===== src/sv/timed_event_queue_assert.svh =====
// Assertion helpers shared by the queue RTL.
`ifndef TIMED_EVENT_QUEUE_ASSERT_SVH
`define TIMED_EVENT_QUEUE_ASSERT_SVH

// A property that must hold on every clock edge outside reset.
`define TEQ_ALWAYS(name, expr, msg) \
    name: assert property (@(posedge i_clk) disable iff (!i_rst_n) (expr)) \
        else $error(msg);

// A property whose consequence must hold in the cycle after its trigger.
`define TEQ_NEXT(name, ante, cons, msg) \
    name: assert property (@(posedge i_clk) disable iff (!i_rst_n) (ante) |=> (cons)) \
        else $error(msg);

`endif


===== src/sv/teq_ram.sv =====
`default_nettype none

module teq_ram #(
    parameter int WIDTH = 8,
    parameter int DEPTH = 16
) (
    input  wire logic                     i_clk,
    input  wire logic                     i_we,
    input  wire logic [$clog2(DEPTH)-1:0] i_waddr,
    input  wire logic [WIDTH-1:0]         i_wdata,
    input  wire logic [$clog2(DEPTH)-1:0] i_raddr,
    output      logic [WIDTH-1:0]         o_rdata
);

    logic [WIDTH-1:0] r_mem [DEPTH];
    logic [WIDTH-1:0] r_rdata;

    always_ff @(posedge i_clk) begin
        if (i_we) begin
            r_mem[i_waddr] <= i_wdata;
        end
        r_rdata <= r_mem[i_raddr];
    end

    assign o_rdata = r_rdata;

endmodule

`default_nettype wire


===== config.mk =====
export PLATFORM = sky130hd
export DESIGN_NAME = teq_ram
export DESIGN_NICKNAME = d
export VERILOG_FILES = /design/src/sv/timed_event_queue_assert.svh /design/src/sv/teq_ram.sv
export SDC_FILE = /design/constraint.sdc
export NUM_CORES = 1
export LEC_CHECK = 0
export ABC_AREA = 1
export BUFFER_PORTS_ARGS = -buffer_cell sky130_fd_sc_hd__buf_2
export CORE_MARGIN = 2
export CORE_UTILIZATION = 55
export DETAILED_ROUTE_END_ITERATION = 12
export GPL_TIMING_DRIVEN = 0
export HOLD_SLACK_MARGIN = 0.02
export MAX_ROUTING_LAYER = met4
export PLACE_DENSITY = 0.76
export SLEW_MARGIN = 20
export SYNTH_ARGS = -nofsm -noshare
export SYNTH_HDL_FRONTEND = slang
export SYNTH_SLANG_ARGS = --single-unit

===== constraint.sdc =====
create_clock -name i_clk -period 1.6 [get_ports i_clk]
set_clock_uncertainty 0.05 [all_clocks]
set_input_delay 0.4 -clock i_clk [delete_from_list [all_inputs] [get_ports i_clk]]
set_output_delay 0.4 -clock i_clk [all_outputs]
set_load 0.005 [all_outputs]

==> summary.md, run 1 <==
| Metric | Value |
|---|---|
| DP HPWL | slightly below 9 mm |
| Max-Cap Viols | 0 |
| Status | finished clean |
| Crit Path Class | reg2out |
| CTS tree | built |
| Largest net degree at the start of global routing | 17 |
| Post-CTS Setup Inserts | 0 |
| Fin crit share | 87.2% |
| Hold WS | 243 ps |
| Worst Path Required | 1150 ps |
| Top cells by area, synth | edfxtp_1, nand2_1, nand3_1 |
| Cell with the most instances after synthesis | nand2_1 |
| Layout area overhead | 14.8% |
| Total track usage | 26.4% |
| Ant diodes | 0 |
| Synth cell types | 12 |
| Via/cell ratio | 5.34 |
| Critical path's top delay family | flip-flops |
| Cell Pwr Density | 1250 nW/um^2 |
| Initial Util | 56.4% |
| Final ANT Viol Nets | 0 |
| TritonCTS Buffers | 17 |
| Final hold viol count | 0 |
| Cts repair resizes | 0 |
| Switch Pwr | approximately 1.8 mW |
| Total gr overflow | 0 |
| Vias | around 4,000 |
| # clock sinks | 136 |
| Routability cong. | 0.912 |
| Nets@finish | slightly above 600 |
| RSZ-0062 raised after global routing | no |
| Mapped Cells | 551 |
| Layout cells sized above 1 | around an eighth |
| Warnings from Yosys | 0 |
| Syn Nets | around 570 |
| Router iterations before antenna repair | 5 |
| Die width | 106 um |
| Clock power share | 45.2% |
| Starting DRC count in detailed routing | 412 |
| Longest Clk Path Bufs | 2 |
| Critical path's largest stage delay | roughly 300 ps |
| Avg WL per Cell | about 18 um |
| Synthesized flop and latch total | 136 |
| H-tree depth reported by CTS | 4 |
| Final setup fails | 0 |
| Min-delay worst type | in2reg |
| Peak VDD IR | roughly 0.76 mV |
| Seq pwr share | 48.5% |
| Core area | 10,200 um^2 |
| Worst path bufs/invs | 1 |
| Switch share | 22.1% |
| Remaining DRCs | 0 |
| Critical path startpoint category | register |
| Initial antenna violation count | 0 |
| Crit path cell chain | buf_2 |
| Sequential share of the synthesized area | a little over two thirds |
| Slew margin rel. | 44.9% |
| Comb pwr share | 6.3% |
| Clk slew on worst S/H paths | 60 ps |
| Top cells by count, synth | nand2_1, edfxtp_1, inv_1 |
| Mapped Area | between 5000 and 6000 um^2 |
| Async set or reset register ratio after synthesis | 0% |
| Hold bufs inserted after CTS | 0 |
| Internal | 6.43 mW |
| Max Clock Freq | 716 MHz |
| Post-Layout Cell Count | 741 |
| Synth top area share | ~67% |
| Max Slew Vio Count | 0 |
| Placed cell area | just over 6000 um^2 |
| Worst Setup End Kind | output pin |
| Vias in the first global route | roughly 3,800 |
| CP arrival | 950 ps |
| Number of flops mapped to enable cells by yosys | 128 |
| Post-Syn Area per Cell | between 10 and 15 um^2 |
| Die area | 11,300 um^2 |
| Routed WL | 13.5 mm |
| I/O pin count | 26 |
| Global-route wire length before repair | between 20 and 25 mm |
| FILL cells | 779 |
| Post-synth top area cell | edfxtp_1 |
| Fin area | 6620 um^2 |
| Largest fanout on the critical path | 1 |
| LEAKAGE | 2.89 nW |
| Placed cell count | 709 |
| CTS root buffer | clkbuf_8 |
| Crit path time final | 1400 ps |
| Port bufs | 22 |
| Num rows | 37 |
| Worst path slowest cell | dfxtp_1 |
| Ys flop type | edfxtp_1 |
| Clk Latency, worst-skew pair | 530 ps |
| Die Ht | 106 um |
| Final core utilization | 64.7% |
| Slew @ Worst Pin | roughly 820 ps |
## registers in the layout, summed over array words and instances (netlist names)
| name | count |
|---|---|
| o_rdata | 8 |
| r_mem | 128 |
## power by group through the flow
stage	Clock, mW	Combinational (mW)	Sequential [mW]
floorplan	0	0.281	4.08
global placement	0	0.491	4.07
detailed placement	0	0.503	4.08
CTS	3.74	0.508	4.00
global route	3.88	0.566	4.01
finish	3.73	0.517	4.00
## final timing paths
kind / slack, ps / to / startpoint / cells after the start
worst min-delay path: 240 / r_mem[5][4] / i_wdata[4] / 1
worst max register to register: 510 / o_rdata[7] / r_mem[3][7] / 6
worst max-delay path: 200 / o_rdata[7] / o_rdata[7] / 1
worst min register to register: 660 / o_rdata[2] / r_mem[6][2] / 6
## layout make-up
| type | instances | area, um^2 | area share [%] |
|---|---|---|---|
| Sequential cell | 136 | 4000 | 60.5 |
| Multi-Input combinational cell | 289 | 1210 | 18.3 |
| Clock buffer | 20 | 445 | 6.73 |
| Inverter | 102 | 383 | 5.78 |
| Tap cell | 136 | 170 | 2.57 |
| Buffer | 24 | 166 | 2.51 |
| Clock inverter | 12 | 126 | 1.91 |
| Timing Repair Buffer | 22 | 110 | 1.66 |
## cells by family after synthesis
| family | synth area share [%] |
|---|---|
| buf+inv | 9.52 |
| flops | 69.4 |
| simple gates | 21.0 |
## cell usage in the layout (no fill, tap or decap), drive strengths merged
master,n
nand2,173
edfxtp,128
inv,102
nand3,97
buf,46
clkbuf,20
nor2,17
dfxtp,8
clkinv,8
nand3b,2
clkinvlp,2
bufinv,2
## routing by layer
layer  GRT usage [%]  share of wire (%)  wire length, um  vias to the layer above
met4            10.1                2.0              270                        0
met5               -                  0                0                        -
met2            39.7                 46             6250                      198
li1                -                  -                -                     1856
met3            4.97                8.5             1160                       25
met1            36.3                 43             5830                     1880
## metrics by stage
step	TNS (ps)	power, mW	setup WS, ps
global placement	-20970	4.56	-269
global route	0	8.45	171
detailed placement	-24050	4.58	-253
CTS	0	8.25	198
floorplan	0	4.36	199
finish	0	8.25	204
Note: power is estimated with default switching activity, not from simulation.
==> run 2, diff against run 1 <==
--- a/config.mk
+++ b/config.mk
@@ -5,7 +5,6 @@
 export SDC_FILE = /design/constraint.sdc
 export NUM_CORES = 1
 export LEC_CHECK = 0
-export ABC_AREA = 1
 export BUFFER_PORTS_ARGS = -buffer_cell sky130_fd_sc_hd__buf_2
 export CORE_MARGIN = 2
 export CORE_UTILIZATION = 55
@@ -13,7 +12,7 @@
 export GPL_TIMING_DRIVEN = 0
 export HOLD_SLACK_MARGIN = 0.02
 export MAX_ROUTING_LAYER = met4
-export PLACE_DENSITY = 0.76
+export PLACE_DENSITY = 0.77
 export SLEW_MARGIN = 20
 export SYNTH_ARGS = -nofsm -noshare
 export SYNTH_HDL_FRONTEND = slang
==> run 2 against run 1 <==
Sequential share of layout area is 5.8 points higher; first-iteration DRC count is 44% lower; fmax is 12% lower; die area is 10% lower; non-clock buffer count is 12 lower; total power is 1.6% higher; combinational power is 27% lower; global-route usage is 4.6 points lower; wire length is 27% lower; area after synthesis is 11% lower; critical path depth is 2 higher; via count is 38% lower.
==> summary.md, run 2 <==
| Metric | Value |
|---|---|
| Status | finished clean |
| Post-synth top area cell | edfxtp_1 |
| Ys flop type | edfxtp_1 |
| Router iterations before antenna repair | 5 |
| Clk Latency, worst-skew pair | 530 ps |
| Sequential share of the synthesized area | 77.8% |
| Async set or reset register ratio after synthesis | 0% |
| Synth top area share | 74.7% |
| Crit Path Class | in2reg |
| Routed WL | 9.86 mm |
| Worst Path Required | roughly 1700 ps |
| RR Endpoint | o_rdata[2] |
| Global-route wire length before repair | 14.5 mm |
| Total gr overflow | 0 |
| Die Ht | 101 um |
| Commonest non-fill, non-tap cell in the layout | edfxtp_1 |
| Avg WL per Cell | 24.9 um |
| Clk slew on worst S/H paths | ~60 ps |
| Initial antenna violation count | 0 |
| Port bufs | 24 |
| Starting DRC count in detailed routing | around 230 |
| Nets@finish | 290 |
| Final hold viol count | 0 |
| I/O pin count | 26 |
| LEAKAGE | 2.04 nW |
| Worst slack, placed | -527 ps |
| Mapped Cells | 229 |
| Top cells by count, synth | edfxtp_1, mux4_2, a22oi_1 |
| Max FFs per register | 128 |
| Cell with the most instances after synthesis | edfxtp_1 |
| Hold Path Origin | i_wdata[5] |
| Critical path startpoint category | primary input |
| Num rows | 35 |
| # clock sinks | between 100 and 150 |
| Largest fanout on the critical path | 8 |
| TritonCTS Buffers | 17 |
| Warnings from Yosys | 0 |
| Cell Pwr Density | roughly 1400 nW/um^2 |
| Fin area | 6040 um^2 |
| Initial Util | 56.2% |
| Endpoint of the worst hold path | r_mem[9][5] |
| Die width | 101 um |
| Reg2reg setup slack | roughly 100 ps |
| CP arrival | 1680 ps |
| Post-Syn Area per Cell | 22.5 um^2 |
| Final setup fails | 0 |
| Longest Clk Path Bufs | 2 |
| Ant diodes | 0 |
| Final Worst Setup Slack | around 19 ps |
| Die area | 10,100 um^2 |
| Max Clock Freq | 632 MHz |
| Remaining DRCs | 0 |
| Routability cong. | about 0.76 |
| Fin crit share | 98.8% |
| Hold Crit Depth | 1 |
| Worst Setup End Kind | register |
| Min-delay worst type | in2reg |
| Layout cells sized above 1 | 30.9% |
| Synth cell types | 19 |
| Mapped Area | 5150 um^2 |
| RSZ-0062 raised after global routing | yes |
| Top cells by area, synth | edfxtp_1, mux4_2, mux4_1 |
| DP HPWL | 5.71 mm |
| Syn Nets | 247 |
| Number of flops mapped to enable cells by yosys | 128 |
| Slew margin rel. | 48.4% |
| Hold WS | 221 ps |
| Layout area overhead | 17.4% |
| Slew @ Worst Pin | 771 ps |
| Peak VDD IR | 0.809 mV |
| Vias | 2,472 |
| Vias in the first global route | 2,400 |
| Worst R2R Path Depth | 3 |
| Max-Cap Viols | 0 |
| Worst r2r src | r_mem[5][2] |
| CTS root buffer | clkbuf_8 |
| Synthesized flop and latch total | ~140 |
| Crit path time final | 1580 ps |
| Top reg by flops | r_mem |
| Placed cell area | about 5400 um^2 |
| Largest net degree at the start of global routing | 17 |
| Final Power | 8.38 mW |
| FILL cells | 549 |
| Max Slew Vio Count | 0 |
| Core area | ~9200 um^2 |
| CTS tree | built |
| Total track usage | 21.9% |
| Final ANT Viol Nets | 0 |
| H-tree depth reported by CTS | 4 |
| Most frequent cells in the layout | edfxtp_1, buf_2, mux4_2, a22oi_1, clkbuf_16 |
| Via/cell ratio | ~6.2 |
run 2: cell type report:
| type | instances | area, um^2 | area share, % |
|---|---|---|---|
| Sequential cell | 136 | 4000 | 66.3 |
| Multi-Input combinational cell | 83 | 1080 | 17.9 |
| Clock buffer | 17 | 414 | 6.85 |
| Clock inverter | 15 | 200 | 3.31 |
| Tap cell | 111 | 139 | 2.30 |
| Timing Repair Buffer | 24 | 120 | 1.99 |
| Buffer | 10 | 86.3 | 1.43 |
run 2: per-layer routing:
| metal | part of all wire [%] | GRT usage (%) |
|---|---|---|
| met5 | 0 | - |
| met4 | 2.2 | 9.06 |
| met3 | 9.5 | 5.27 |
| met2 | 48 | 31.1 |
| met1 | 40 | 30.9 |
run 2: cells by family after synthesis:
group	synth area share (%)
compound gates	2.33
buf+inv	1.68
flops	77.8
mux	15.0
simple gates	3.18
run 2: repair_timing:
item | CTS | global route
setup buffers | 0 | 0
hold buffers | 0 | 0
resized for setup | 0 | 1
setup endpoints to repair | 0 | 32
run 2: through the flow:
step | std cells | util (%) | setup TNS [ps]
floorplan | 229 | - | -3580
global placement | 364 | 59.2 | -39710
detailed placement | 364 | 59.3 | -38720
CTS | 396 | 66.0 | 0
global route | 396 | 66.0 | -966
finish | 396 | 66.0 | 0
run 2: how the worst max path moves through the flow:
| stage | start | depth (start not counted) | slack [ps] | to |
|---|---|---|---|---|
| 6_report | i_waddr[2] | 3 | 20 | r_mem[3][1] |
| 5_1_grt | i_waddr[2] | 3 | -50 | r_mem[3][1] |
| 4_1_cts | i_waddr[2] | 3 | 20 | r_mem[2][1] |
| 3_5_place_dp | i_waddr[2] | 3 | -530 | r_mem[2][4] |
| 3_3_place_gp | i_waddr[2] | 3 | -510 | r_mem[2][4] |
| 2_1_floorplan | i_waddr[2] | 2 | -120 | r_mem[3][0] |
run 2: power breakdown:
group	internal (mW)	switching, mW	leakage, nW
registers	3.98	0.0197	1.22
logic	0.158	0.221	0.520
clock network	2.54	1.47	0.294
total	6.68	1.71	2.04
run 2: critical path, cell delays in order:
cell and delay [ps]:
buf_2 120, or3b_2 550, nor2_1 610
==> run 3, diff against run 2 <==
--- a/config.mk
+++ b/config.mk
@@ -5,6 +5,7 @@
 export SDC_FILE = /design/constraint.sdc
 export NUM_CORES = 1
 export LEC_CHECK = 0
+export ABC_CLOCK_PERIOD_IN_PS = 1600
 export BUFFER_PORTS_ARGS = -buffer_cell sky130_fd_sc_hd__buf_2
 export CORE_MARGIN = 2
 export CORE_UTILIZATION = 55
@@ -13,6 +14,7 @@
 export HOLD_SLACK_MARGIN = 0.02
 export MAX_ROUTING_LAYER = met4
 export PLACE_DENSITY = 0.77
+export SETUP_SLACK_MARGIN = 0.3
 export SLEW_MARGIN = 20
 export SYNTH_ARGS = -nofsm -noshare
 export SYNTH_HDL_FRONTEND = slang
==> run 3 against run 2 <==
Final cell count rose by 0.51%; non-clock buffer count up 2; final area rose by 2.6%; largest power group unchanged; highest routed layer unchanged; via count down 1.5%.
==> summary.md, run 3 (same netlist as run 2, synthesis figures left out) <==
| Metric | Value |
|---|---|
| Placed cell count | 364 |
| Commonest non-fill, non-tap cell in the layout | edfxtp_1 |
| Num rows | 35 |
| Fin area | 6200 um^2 |
| Largest net degree at the start of global routing | 17 |
| Ant diodes | 0 |
| Hold bufs inserted after CTS | 0 |
| DP HPWL | 6.17 mm |
| Final ANT Viol Nets | 0 |
| Longest Clk Path Bufs | 2 |
| Die Ht | 101 um |
| Nets@finish | 292 |
| Hold WS | 232 ps |
| Max FFs per register | 128 |
| Layout area overhead | 20.5% |
| Starting DRC count in detailed routing | 286 |
| Router iterations before antenna repair | 4 |
| Max Slew Vio Count | 0 |
| Core area | about 9000 um^2 |
| Peak VDD IR | roughly 0.85 mV |
| Final core utilization | 67.8% |
| Worst Setup End Kind | register |
| Remaining DRCs | 0 |
| Worst Path Required | 1950 ps |
| Critical path's largest stage delay | ~490 ps |
| Worst slack, placed | -491 ps |
| Switch share | a little under 20% |
| Worst path slowest cell | mux4_2 |
| Clk slew on worst S/H paths | 60 ps |
| Max-Cap Viols | 0 |
| Die area | 10,100 um^2 |
| Final setup fails | 0 |
| Min-delay worst type | in2reg |
| Final Worst Setup Slack | roughly 210 ps |
| Switch Pwr | 1.61 mW |
| Vias | 2,434 |
| Die width | 101 um |
| Vias in the first global route | 2,421 |
| Comb pwr share | 5.4% |
| Layout cells sized above 1 | between 40% and 50% |
| Total track usage | 22.5% |
| Via/cell ratio | 6.12 |
| Critical path startpoint category | register |
| FILL cells | 547 |
| TNS Setup | 0 ps |
| H-tree depth reported by CTS | 4 |
| # clock sinks | roughly 140 |
| LEAKAGE | about 2 nW |
| CP arrival | about 1700 ps |
| Largest fanout on the critical path | 1 |
| Slew @ Worst Pin | approximately 880 ps |
| Critical path's top delay family | multiplexers |
| Post-Layout Cell Count | 398 |
| Crit path time final | between 1000 and 1500 ps |
| Top reg by flops | r_mem |
| Clock power share | 45.9% |
| Avg WL per Cell | between 20 and 25 um |
| Routed WL | between 9 and 10 mm |
| Port bufs | 24 |
| Placed cell area | 5490 um^2 |
| Total gr overflow | 0 |
| Global-route wire length before repair | 14.8 mm |
| Routability cong. | between 0.7 and 0.8 |
| Crit path cell chain | mux4_2, a22oi_2, nand2_1 |
| TritonCTS Buffers | 17 |
| Seq pwr share | 48.7% |
| I/O pin count | 26 |
| Most frequent cells in the layout | edfxtp_1, mux4_2, buf_2, clkbuf_16, nor2_4 |
| Final Power | 8.23 mW |
| Initial antenna violation count | 0 |
| CTS tree | built |
| Cell Pwr Density | ~1300 nW/um^2 |
| Status | finished clean |
| Worst path bufs/invs | 0 |
| Crit Path Class | reg2reg |
| Clk Latency, worst-skew pair | 520 ps |
| Max Clock Freq | 722 MHz |
| CTS root buffer | clkbuf_8 |
| Final hold viol count | 0 |
| Initial Util | 56.2% |
| Internal | between 6 and 7 mW |
| Slew margin rel. | 41.0% |
| RSZ-0062 raised after global routing | yes |
| Fin crit share | roughly 87% |
[run 3: path summary, 6_finish.rpt]
path	startpoint	to	slack (ps)	cells after the start
worst max register to register	r_mem[3][0]	o_rdata[0]	210	3
worst min register to register	r_mem[10][0]	o_rdata[0]	640	3
worst max-delay path	r_mem[3][0]	o_rdata[0]	210	3
worst min-delay path	i_wdata[6]	r_mem[7][6]	230	1
[run 3: worst register-to-register path, cell delays in order (launching register included)]
cell      delay, ps
edfxtp_1        370
mux4_2          490
a22oi_2         290
nand2_1          80
[run 3: power by group through the flow]
stage	Clock (mW)	Sequential [mW]	Combinational, mW
2_1_floorplan	0	4.08	0.234
3_3_place_gp	0	4.07	0.399
3_5_place_dp	0	4.08	0.412
4_1_cts	3.82	4.01	0.434
5_1_grt	3.98	4.01	0.480
6_report	3.78	4.01	0.445
[run 3: repair_timing]
action,4_1_cts,5_1_grt
gates resized for setup,15,7
endpoints found under the hold margin,0,0
pin swaps,3,3
buffers inserted,0,2
endpoints found under the setup margin,64,48
[run 3: final cells by class]
| class | instances | area (um^2) | share of cell area [%] |
|---|---|---|---|
| Multi-Input combinational cell | 83 | 1190 | 19.2 |
| Clock buffer | 23 | 457 | 7.36 |
| Buffer | 10 | 120 | 1.94 |
| Clock inverter | 9 | 123 | 1.98 |
| Tap cell | 111 | 139 | 2.24 |
| Timing Repair Buffer | 26 | 166 | 2.68 |
| Sequential cell | 136 | 4010 | 64.6 |
[run 3: routing by layer]
| metal | routed length [um] | vias up | GRT usage [%] |
|---|---|---|---|
| met5 | 0 | - | - |
| met4 | 214 | 0 | 11.4 |
| met3 | 783 | 14 | 5.76 |
| met2 | 4890 | 113 | 32.2 |
| met1 | 4050 | 1253 | 30.5 |
| li1 | - | 1054 | - |
